File: src/hdl/scxf_pkg.sv
// ----------------------------------------------------------------------------
// scxf_pkg: shared types and constants for the schedule crossfade pixel block
// Phase codes, the phase decode struct, register indexes and blend constants.
// ----------------------------------------------------------------------------
package scxf_pkg;

   // Schedule phases, in the order in which they are tested.
   typedef enum logic [2:0] {
      PH_NIGHT_EARLY = 3'd0,
      PH_FADE_UP     = 3'd1,
      PH_DAY         = 3'd2,
      PH_FADE_DOWN   = 3'd3,
      PH_NIGHT_LATE  = 3'd4
   } phase_type;

   // Decoded phase: code, fade flag and which color each blend end uses.
   typedef struct packed {
      phase_type phase;
      logic      fade;
      logic      from_day;
      logic      to_day;
   } phase_info_type;

   // Configuration register indexes.
   typedef enum logic [2:0] {
      CSR_WAKE_HOUR    = 3'd0,
      CSR_WAKE_MINUTE  = 3'd1,
      CSR_SLEEP_HOUR   = 3'd2,
      CSR_SLEEP_MINUTE = 3'd3,
      CSR_NIGHT_RGBL   = 3'd4,
      CSR_DAY_RGBL     = 3'd5
   } csr_index_type;

   localparam int CSR_DATA_W = 32;

   localparam logic [4:0] HOUR_LAST   = 5'd23;
   localparam logic [5:0] MINUTE_LAST = 6'd59;
   localparam logic [5:0] SECOND_MAX  = 6'd59;
   localparam logic [5:0] FADE_SPAN   = 6'd60;
   localparam logic [7:0] BRI_FLOOR   = 8'd2;

   localparam logic [4:0] WAKE_HOUR_RST  = 5'd7;
   localparam logic [4:0] SLEEP_HOUR_RST = 5'd19;

   // Blend sums are at most 255 * 60, which fits in 14 bits.
   localparam int SUM_W = 14;

   // Division by 60 as a multiply by ceil(2^20 / 60) and a shift; exact for
   // every sum below 2^20 / 44, which covers the whole blend range.
   localparam int         DIV60_SHIFT = 20;
   localparam logic [14:0] DIV60_MUL  = 15'd17477;
   localparam int         DIV60_PROD_W = SUM_W + 15;

   localparam int LANES = 4;

endpackage

File: src/hdl/schedule_crossfade_pixel_color_top.sv
// ----------------------------------------------------------------------------
// schedule_crossfade_pixel_color_top: day/night pixel color generator
// Gives a pixel's color, the panel brightness and the schedule phase for a
// time of day and a pixel coordinate, with one-minute crossfades.
// ----------------------------------------------------------------------------
//
//   Channel   Handshake           Contents
//   request   start / busy        hour, minute, second, day of month, column, row
//   response  rsp_strobe          red, green, blue, brightness, phase
//   csr       csr_we              csr_index, csr_wdata (write only)
//
// A request is taken at every clock edge where start is high and busy is low,
// so one request per cycle is sustained. Its response shows on the rsp_ ports
// for one cycle. It passes through the input register, then the register of the
// phase decode and channel sums, and then the register of the quotients by 60
// with the output masking.
// The response side cannot stall, so the pipeline never holds. Busy is high
// only during reset. Reset clears the pipeline valids and loads the schedule
// registers with their defaults.
//
module schedule_crossfade_pixel_color_top #(
   parameter int GRID_COLUMNS = 16,
   parameter int GRID_ROWS    = 16
) (
   input  logic                      clock,
   input  logic                      reset,

   input  logic                      start,
   output logic                      busy,
   input  logic [4:0]                req_hour,
   input  logic [5:0]                req_minute,
   input  logic [5:0]                req_second,
   input  logic [4:0]                req_day_of_month,
   input  logic [5:0]                req_column,
   input  logic [5:0]                req_row,

   output logic                      rsp_strobe,
   output logic [7:0]                rsp_red,
   output logic [7:0]                rsp_green,
   output logic [7:0]                rsp_blue,
   output logic [7:0]                rsp_brightness,
   output logic [2:0]                rsp_phase,

   input  logic                      csr_we,
   input  logic [2:0]                csr_index,
   input  logic [scxf_pkg::CSR_DATA_W-1:0] csr_wdata
);
   import scxf_pkg::*;

   // Schedule and color registers.
   logic [4:0]  wake_hour_ff;
   logic [5:0]  wake_minute_ff;
   logic [4:0]  sleep_hour_ff;
   logic [5:0]  sleep_minute_ff;
   logic [31:0] night_rgbl_ff;
   logic [31:0] day_rgbl_ff;

   // Input register stage.
   logic        in_valid_ff;
   logic [4:0]  hour_ff;
   logic [5:0]  minute_ff;
   logic [5:0]  second_ff;
   logic [4:0]  day_ff;
   logic [5:0]  column_ff;
   logic [5:0]  row_ff;

   // Sum stage.
   logic                  s1_valid_ff;
   logic [SUM_W-1:0]      s1_sum_ff [LANES];
   logic [SUM_W-1:0]      s1_sum_in [LANES];
   phase_type             s1_phase_ff;
   logic                  s1_fade_ff;
   logic                  s1_lit_ff;
   logic                  s1_lit_in;

   // Result stage.
   logic        rsp_strobe_ff;
   logic [7:0]  rsp_red_ff;
   logic [7:0]  rsp_green_ff;
   logic [7:0]  rsp_blue_ff;
   logic [7:0]  rsp_brightness_ff;
   logic [2:0]  rsp_phase_ff;

   phase_info_type info;
   logic [5:0]     weight;
   logic [31:0]    from_rgbl;
   logic [31:0]    to_rgbl;
   logic [7:0]     quotient [LANES];
   logic [7:0]     bri_in;
   logic           accept;

   // No request is taken while reset is held.
   assign busy   = reset;
   assign accept = start && !busy;

   // Configuration writes; an index past the register list is ignored.
   always_ff @(posedge clock) begin
      if (reset) begin
         wake_hour_ff    <= WAKE_HOUR_RST;
         wake_minute_ff  <= 6'd0;
         sleep_hour_ff   <= SLEEP_HOUR_RST;
         sleep_minute_ff <= 6'd0;
         night_rgbl_ff   <= 32'd0;
         day_rgbl_ff     <= 32'd0;
      end else if (csr_we) begin
         unique case (csr_index)
            CSR_WAKE_HOUR:    wake_hour_ff    <= csr_wdata[4:0];
            CSR_WAKE_MINUTE:  wake_minute_ff  <= csr_wdata[5:0];
            CSR_SLEEP_HOUR:   sleep_hour_ff   <= csr_wdata[4:0];
            CSR_SLEEP_MINUTE: sleep_minute_ff <= csr_wdata[5:0];
            CSR_NIGHT_RGBL:   night_rgbl_ff   <= csr_wdata[31:0];
            CSR_DAY_RGBL:     day_rgbl_ff     <= csr_wdata[31:0];
            default: begin
            end
         endcase
      end
   end

   // Capture the request.
   always_ff @(posedge clock) begin
      if (reset) begin
         in_valid_ff <= 1'b0;
      end else begin
         in_valid_ff <= accept;
      end
      if (accept) begin
         hour_ff   <= req_hour;
         minute_ff <= req_minute;
         second_ff <= req_second;
         day_ff    <= req_day_of_month;
         column_ff <= req_column;
         row_ff    <= req_row;
      end
   end

   scxf_phase u_phase (
      .hour         (hour_ff),
      .minute       (minute_ff),
      .wake_hour    (wake_hour_ff),
      .wake_minute  (wake_minute_ff),
      .sleep_hour   (sleep_hour_ff),
      .sleep_minute (sleep_minute_ff),
      .info         (info)
   );

   // The second is the fade weight and saturates at 59. Outside the fades
   // both blend ends carry the same color, so the blend returns it unchanged.
   assign weight    = (second_ff > SECOND_MAX) ? SECOND_MAX : second_ff;
   assign from_rgbl = info.from_day ? day_rgbl_ff : night_rgbl_ff;
   assign to_rgbl   = info.to_day   ? day_rgbl_ff : night_rgbl_ff;

   // Lane 3 is red, lane 2 green, lane 1 blue and lane 0 brightness.
   for (genvar lane = 0; lane < LANES; lane++) begin : g_lane
      scxf_mix u_mix (
         .from_level (from_rgbl[8*lane +: 8]),
         .to_level   (to_rgbl[8*lane +: 8]),
         .weight     (weight),
         .sum        (s1_sum_in[lane])
      );
      scxf_div60 u_div (
         .sum      (s1_sum_ff[lane]),
         .quotient (quotient[lane])
      );
   end

   // A pixel is lit when it is on the panel and on the checkerboard square
   // that the day's parity selects.
   assign s1_lit_in = ({1'b0, column_ff} < 7'(GRID_COLUMNS)) &&
                      ({1'b0, row_ff} < 7'(GRID_ROWS)) &&
                      !(column_ff[0] ^ row_ff[0] ^ day_ff[0]);

   always_ff @(posedge clock) begin
      if (reset) begin
         s1_valid_ff <= 1'b0;
      end else begin
         s1_valid_ff <= in_valid_ff;
      end
      s1_sum_ff   <= s1_sum_in;
      s1_phase_ff <= info.phase;
      s1_fade_ff  <= info.fade;
      s1_lit_ff   <= s1_lit_in;
   end

   // Brightness has a floor during the fades only.
   assign bri_in = (s1_fade_ff && quotient[0] < BRI_FLOOR) ? BRI_FLOOR : quotient[0];

   always_ff @(posedge clock) begin
      if (reset) begin
         rsp_strobe_ff <= 1'b0;
      end else begin
         rsp_strobe_ff <= s1_valid_ff;
      end
      rsp_red_ff        <= s1_lit_ff ? quotient[3] : 8'd0;
      rsp_green_ff      <= s1_lit_ff ? quotient[2] : 8'd0;
      rsp_blue_ff       <= s1_lit_ff ? quotient[1] : 8'd0;
      rsp_brightness_ff <= bri_in;
      rsp_phase_ff      <= s1_phase_ff;
   end

   assign rsp_strobe     = rsp_strobe_ff;
   assign rsp_red        = rsp_red_ff;
   assign rsp_green      = rsp_green_ff;
   assign rsp_blue       = rsp_blue_ff;
   assign rsp_brightness = rsp_brightness_ff;
   assign rsp_phase      = rsp_phase_ff;

   // Every item in the sum stage reaches the response ports in the next cycle.
   a_stage_to_rsp : assert property (@(posedge clock) disable iff (reset)
      s1_valid_ff |=> rsp_strobe)
      else $error("sum stage item did not reach the response ports");

   // During a fade the reported brightness never drops below the floor.
   a_fade_floor : assert property (@(posedge clock) disable iff (reset)
      (rsp_strobe && (rsp_phase == PH_FADE_UP || rsp_phase == PH_FADE_DOWN))
      |-> (rsp_brightness >= BRI_FLOOR))
      else $error("fade brightness below floor");

   // An unlit pixel comes out black.
   a_unlit_black : assert property (@(posedge clock) disable iff (reset)
      (s1_valid_ff && !s1_lit_ff)
      |=> (rsp_red == 8'd0 && rsp_green == 8'd0 && rsp_blue == 8'd0))
      else $error("unlit pixel is not black");

endmodule

File: src/hdl/scxf_phase.sv
// ----------------------------------------------------------------------------
// scxf_phase: schedule phase decoder
// Compares the time of day against the wake and sleep times and the minute
// that leads each of them, and tells which colors the blend mixes.
// ----------------------------------------------------------------------------
module scxf_phase (
   input  logic [4:0]                hour,
   input  logic [5:0]                minute,
   input  logic [4:0]                wake_hour,
   input  logic [5:0]                wake_minute,
   input  logic [4:0]                sleep_hour,
   input  logic [5:0]                sleep_minute,
   output scxf_pkg::phase_info_type  info
);
   import scxf_pkg::*;

   logic [4:0] wake_lead_hour;
   logic [5:0] wake_lead_minute;
   logic [4:0] sleep_lead_hour;
   logic [5:0] sleep_lead_minute;
   logic       before_wake_lead;
   logic       before_wake;
   logic       before_sleep_lead;
   logic       before_sleep;

   // One minute back; minute zero borrows from the hour, and hour zero wraps.
   always_comb begin
      if (wake_minute == 6'd0) begin
         wake_lead_minute = MINUTE_LAST;
         wake_lead_hour   = (wake_hour == 5'd0) ? HOUR_LAST : wake_hour - 5'd1;
      end else begin
         wake_lead_minute = wake_minute - 6'd1;
         wake_lead_hour   = wake_hour;
      end
      if (sleep_minute == 6'd0) begin
         sleep_lead_minute = MINUTE_LAST;
         sleep_lead_hour   = (sleep_hour == 5'd0) ? HOUR_LAST : sleep_hour - 5'd1;
      end else begin
         sleep_lead_minute = sleep_minute - 6'd1;
         sleep_lead_hour   = sleep_hour;
      end
   end

   assign before_wake_lead  = (hour < wake_lead_hour) ||
                              (hour == wake_lead_hour && minute < wake_lead_minute);
   assign before_wake       = (hour < wake_hour) ||
                              (hour == wake_hour && minute < wake_minute);
   assign before_sleep_lead = (hour < sleep_lead_hour) ||
                              (hour == sleep_lead_hour && minute < sleep_lead_minute);
   assign before_sleep      = (hour < sleep_hour) ||
                              (hour == sleep_hour && minute < sleep_minute);

   always_comb begin
      priority if (before_wake_lead) begin
         info = '{phase: PH_NIGHT_EARLY, fade: 1'b0, from_day: 1'b0, to_day: 1'b0};
      end else if (before_wake) begin
         info = '{phase: PH_FADE_UP, fade: 1'b1, from_day: 1'b0, to_day: 1'b1};
      end else if (before_sleep_lead) begin
         info = '{phase: PH_DAY, fade: 1'b0, from_day: 1'b1, to_day: 1'b1};
      end else if (before_sleep) begin
         info = '{phase: PH_FADE_DOWN, fade: 1'b1, from_day: 1'b1, to_day: 1'b0};
      end else begin
         info = '{phase: PH_NIGHT_LATE, fade: 1'b0, from_day: 1'b0, to_day: 1'b0};
      end
   end

endmodule

File: src/hdl/scxf_mix.sv
// ----------------------------------------------------------------------------
// scxf_mix: weighted sum of one color channel
// Forms from * (60 - s) + to * s, the numerator of the crossfade blend.
// ----------------------------------------------------------------------------
module scxf_mix (
   input  logic [7:0]                 from_level,
   input  logic [7:0]                 to_level,
   input  logic [5:0]                 weight,
   output logic [scxf_pkg::SUM_W-1:0] sum
);
   import scxf_pkg::*;

   logic [5:0]       inv_weight;
   logic [SUM_W-1:0] from_part;
   logic [SUM_W-1:0] to_part;

   // The weight is already limited to 59, so this never goes below one.
   assign inv_weight = FADE_SPAN - weight;
   assign from_part  = SUM_W'(from_level) * SUM_W'(inv_weight);
   assign to_part    = SUM_W'(to_level) * SUM_W'(weight);
   assign sum        = from_part + to_part;

endmodule

File: src/hdl/scxf_div60.sv
// ----------------------------------------------------------------------------
// scxf_div60: divide a blend sum by 60
// Reciprocal multiply and shift; the quotient of any blend sum fits in one byte.
// ----------------------------------------------------------------------------
module scxf_div60 (
   input  logic [scxf_pkg::SUM_W-1:0] sum,
   output logic [7:0]                 quotient
);
   import scxf_pkg::*;

   logic [DIV60_PROD_W-1:0] product;

   assign product  = DIV60_PROD_W'(sum) * DIV60_PROD_W'(DIV60_MUL);
   assign quotient = product[DIV60_SHIFT +: 8];

endmodule
File: config.mk
export PLATFORM = sky130hd
export DESIGN_NAME = schedule_crossfade_pixel_color_top
export DESIGN_NICKNAME = d
export VERILOG_FILES = /design/src/hdl/scxf_pkg.sv /design/src/hdl/schedule_crossfade_pixel_color_top.sv /design/src/hdl/scxf_phase.sv /design/src/hdl/scxf_mix.sv /design/src/hdl/scxf_div60.sv
export SDC_FILE = /design/constraint.sdc
export NUM_CORES = 2
export LEC_CHECK = 0
export BUFFER_PORTS_ARGS = -buffer_cell sky130_fd_sc_hd__buf_2
export CELL_PAD_IN_SITES_DETAIL_PLACEMENT = 1
export CELL_PAD_IN_SITES_GLOBAL_PLACEMENT = 2
export CORE_MARGIN = 2
export CORE_UTILIZATION = 38
export CTS_BUF_LIST = sky130_fd_sc_hd__clkbuf_8
export CTS_CLUSTER_DIAMETER = 40
export DETAILED_ROUTE_END_ITERATION = 7
export GPL_TIMING_DRIVEN = 0
export PLACE_DENSITY_LB_ADDON = 0.1
export SETUP_SLACK_MARGIN = 0.05
export SLEW_MARGIN = 25
export SYNTH_ARGS = -nofsm -noshare
export SYNTH_HDL_FRONTEND = slang
export SYNTH_SLANG_ARGS = --single-unit
File: constraint.sdc
create_clock -name clock -period 8.16 [get_ports clock]
set_input_delay 0 -clock clock [delete_from_list [all_inputs] [get_ports clock]]
set_output_delay 0 -clock clock [all_outputs]
set_load 0.02 [all_outputs]
==> summary.md <==
| Metric | Value |
|---|---|
| ANT nets after route | 0 |
| Yosys Warn Count | 0 |
| FP Rows | 101 |
| Setup CP Type | flip-flop to flip-flop |
| Commonest cells in the netlist | 579 x inv_1, 541 x ha_1, 352 x fa_1 |
| Clk sink count | 208 |
| Worst-margin pin slew | approximately 1100 ps |
| Final Setup Violations | 0 |
| Clk buf depth | 3 |
| Post-synth EDFFs | 24 |
| Post-Place Cells | 4229 |
| Highest Clock Rate | 129 MHz |
| Chip Height | 280 µm |
| FILL cells | 8725 |
| Count of cell types in the netlist | 72 |
| CTS tree | yes |
| H-tree depth | 2 |
| Critical Path RT | 8710 ps |
| Worst setup margin | 410 ps |
| Max Cap Viol | 0 |
| Mapped Cells | 3152 |
| Min cycle time layout | between 7000 and 8000 ps |
| Core Footprint | ~76000 µm² |
| Synth Register Bits | 208 |
| Setup TNS | 0 ps |
| Wire per inst | 21.4 µm |
| Power per cell area | 141 nW/µm² |
| Worst-Skew Late Latency | 710 ps |
| GRT Total Usage | 0.247 |
| # IOs | between 100 and 150 |
| Maximum vdd drop | approximately 0.12 mV |
| Slew headroom | 0.268 |
| Num CTS Buffers | 57 |
| Number of global-route vias before repair | between 20000 and 30000 |
| 1st-pass router iterations | 5 |
| Fraction of registers with async set/reset | 0 |
| First element of the critical path | second_ff[3] |
| DRC viols | 0 |
| Via Count | 23700 |
| R2R setup slack | slightly above 400 ps |
| Net count, final | around 4400 |
| Hold Fails Final Rpt | 0 |
| P&R area growth vs syn | 16.0% |
| Final Cycle Share | 0.950 |
| Largest net degree at the start of global routing | 18 |
| Layout Skew | 64.0 ps |
| FF-to-FF path depth | 25 |
| Outcome | completed |
| GPL Wtd Cong | roughly 0.89 |
| R2r endpoint | s1_sum_ff[54] |
| Count leader, synth | inv_1 |
| Simple-Gate Fraction of Synth Area | 0.0841 |
| Crit. End Element | flip-flop |
| Detailed Place HPWL | 77900 µm |
| Layout cells sized above 1 | 0.105 |
| CTS Root Buffer Type | clkbuf_8 |
| Initial antenna violation count | 3 |
| Leak | 17.3 nW |
| Syn_nets | 4118 |
| Post-synth top area share | 0.243 |
| CP Launch Type | flip-flop |
| Post-synthesis adder-cell area fraction | 0.477 |
| Seq/Total Area, Yosys | 0.152 |
| Die area | approximately 80000 µm² |
| Remaining Overflow, GRT | 0 |
| Yosys top cell by area | fa_1 |
| Port Buf Inserts | 96 |
| Synthesized cell area | 29000 µm² |
| Compound-Gate Fraction of Synth Area | 0.163 |
| Die X | 280 µm |
| Syn Area/Cell | 9.19 µm² |
| Mux share of post-synthesis cell area | 0.00454 |
| Vias/cell | around 5.3 |
| Most common flop cell mapped by yosys | dfxtp_1 |
| Unrepaired setup endpoints after global routing | true |
| Initial Utilization | 0.383 |
| DP Worst Slack | -1580 ps |
| Crit path max fanout | 13 |
| Max Slew Vio Count | 0 |
| Largest family of logic cells by synthesized area | adder cells |
| Crit path arrival time | 8300 ps |
| Final Instance Count excl. Fillers | 4434 |
| Drt total wl | 94800 µm |
| Hold crit path type | primary input to flip-flop |
| CP Capture Point | s1_sum_ff[54] |
| XOR/XNOR Fraction of Synth Area | 0.0309 |
| Global-route wire length before repair | 149000 µm |
| Clock transition at path regs | 60 ps |
| 1st-iter DRT viols | about 1000 |
| Largest cells by area after synthesis | fa_1 24%, ha_1 23%, dfxtp_1 13% |
| WHS | 47.2 ps |
| RR Startpoint | second_ff[3] |
flip-flops by register name (all words and copies together) (netlist names), 3 cells and up:
name             cells
sleep_hour_ff        5
column_ff            3
wake_minute_ff       6
s1_sum_ff           56
day_rgbl_ff         32
rsp_red              8
hour_ff              5
sleep_minute_ff      6
minute_ff            6
rsp_phase            3
second_ff            6
rsp_green            8
wake_hour_ff         5
row_ff               3
rsp_brightness       8
night_rgbl_ff       32
rsp_blue             8
s1_phase_ff          3
area by class of cell:
type                    count  area [µm²]  share of cell area
clock inverters            36         393              0.0117
plain buffers              91         494              0.0147
inverters                 579        2180              0.0648
diodes                      4        10.0            0.000298
well taps                 978        1220              0.0364
clock buffers              71         977              0.0291
multi-input cells        2269       22400               0.667
flip-flops and latches    208        4410               0.131
repair buffers            198        1500              0.0447
how the worst min path moves through the flow:
| stage | start | endpoint | slack (ps) | cells after the start |
|---|---|---|---|---|
| floorplan | req_column[0] | column_ff[0] | 100 | 0 |
| finish | start | in_valid_ff | 50 | 3 |
| detailed placement | req_minute[2] | minute_ff[2] | 180 | 1 |
| global placement | req_hour[3] | hour_ff[3] | 180 | 1 |
| CTS | start | in_valid_ff | 4 | 3 |
| global route | req_second[1] | second_ff[1] | 30 | 2 |
power by group:
| group | switching [mW] | leakage (nW) | internal [mW] |
|---|---|---|---|
| Combinational | 1.14 | 14.9 | 0.744 |
| Clock | 0.624 | 0.721 | 1.02 |
| Sequential | 0.109 | 1.72 | 1.11 |
through the flow:
step,util,total power [mW],cell area (µm²)
2_1_floorplan,-,2.41,29000
3_3_place_gp,0.405,2.98,30700
3_5_place_dp,0.406,3.05,30800
4_1_cts,0.438,4.80,33200
5_1_grt,0.444,5.14,33600
6_report,0.444,4.75,33600
placed cells by master (no fill, tap or decap), types with 11 or more instances in the layout:
cell	synthesis	routed
a211oi_1	11	11
a21bo_2	11	11
a21boi_0	91	73
a21boi_1	24	24
a21boi_2	0	12
a21o_1	58	58
a21oi_1	212	206
and3_1	49	43
buf_2	7	100
buf_4	3	18
buf_6	1	11
clkbuf_1	81	56
clkbuf_8	0	72
clkinv_2	0	11
dfxtp_1	184	182
dlygate4sd3_1	0	87
edfxtp_1	24	24
fa_1	352	352
ha_1	541	539
inv_1	579	584
mux2i_1	12	12
nand2_1	170	170
nand2b_1	13	12
nand3_1	59	48
nand3_2	11	20
nand4_1	16	16
nor2_1	84	84
nor2b_1	18	17
nor3_1	29	26
o21a_1	43	43
o21ai_0	217	211
o21ai_1	28	26
o21bai_1	16	16
xnor2_1	79	75
xor2_1	23	21
what timing repair did:
action,4_1_cts,5_1_grt
hold buffers,87,0
endpoints found under the hold margin,135,0
pin swaps,1,10
buffers inserted,4,8
setup endpoints to repair,40,25
resized for setup,76,110
critical path, stage by stage, from the launching register on:
cell and delay [ps]:
edfxtp_1 370, clkbuf_2 380, nand4_1 220, nand2b_2 360, inv_1 380, ha_1 410, nor3b_2 360, xnor2_2 260
clkbuf_2 420, o21ai_0 220, fa_1 550, inv_1 50, fa_1 490, fa_1 530, fa_1 500, inv_1 50
fa_1 480, inv_1 50, ha_1 310, a21oi_1 230, o21bai_1 120, a21oi_2 210, o21bai_1 100, a21oi_2 220
mux2i_1 210, o2111ai_1 130
layer usage:
| layer | vias up | track usage | wire [µm] | part of all wire |
|---|---|---|---|---|
| li1 | 11100 | - | - | - |
| met1 | 11900 | 0.314 | 40700 | 0.43 |
| met2 | 580 | 0.432 | 45900 | 0.48 |
| met3 | 171 | 0.0356 | 4950 | 0.052 |
| met4 | 0 | 0.0762 | 3290 | 0.035 |
| met5 | - | 0 | 0 | 0 |
kinds of logic after synthesis:
family,Yosys count
AOI/OAI and AO/OA,766
xor gates and xnor gates,102
adders and majority gates,893
buffers and inverters,675
DFF,208
muxes,13
and+or+nand+nor,495
No activity file was read; power rests on OpenSTA's default activity.
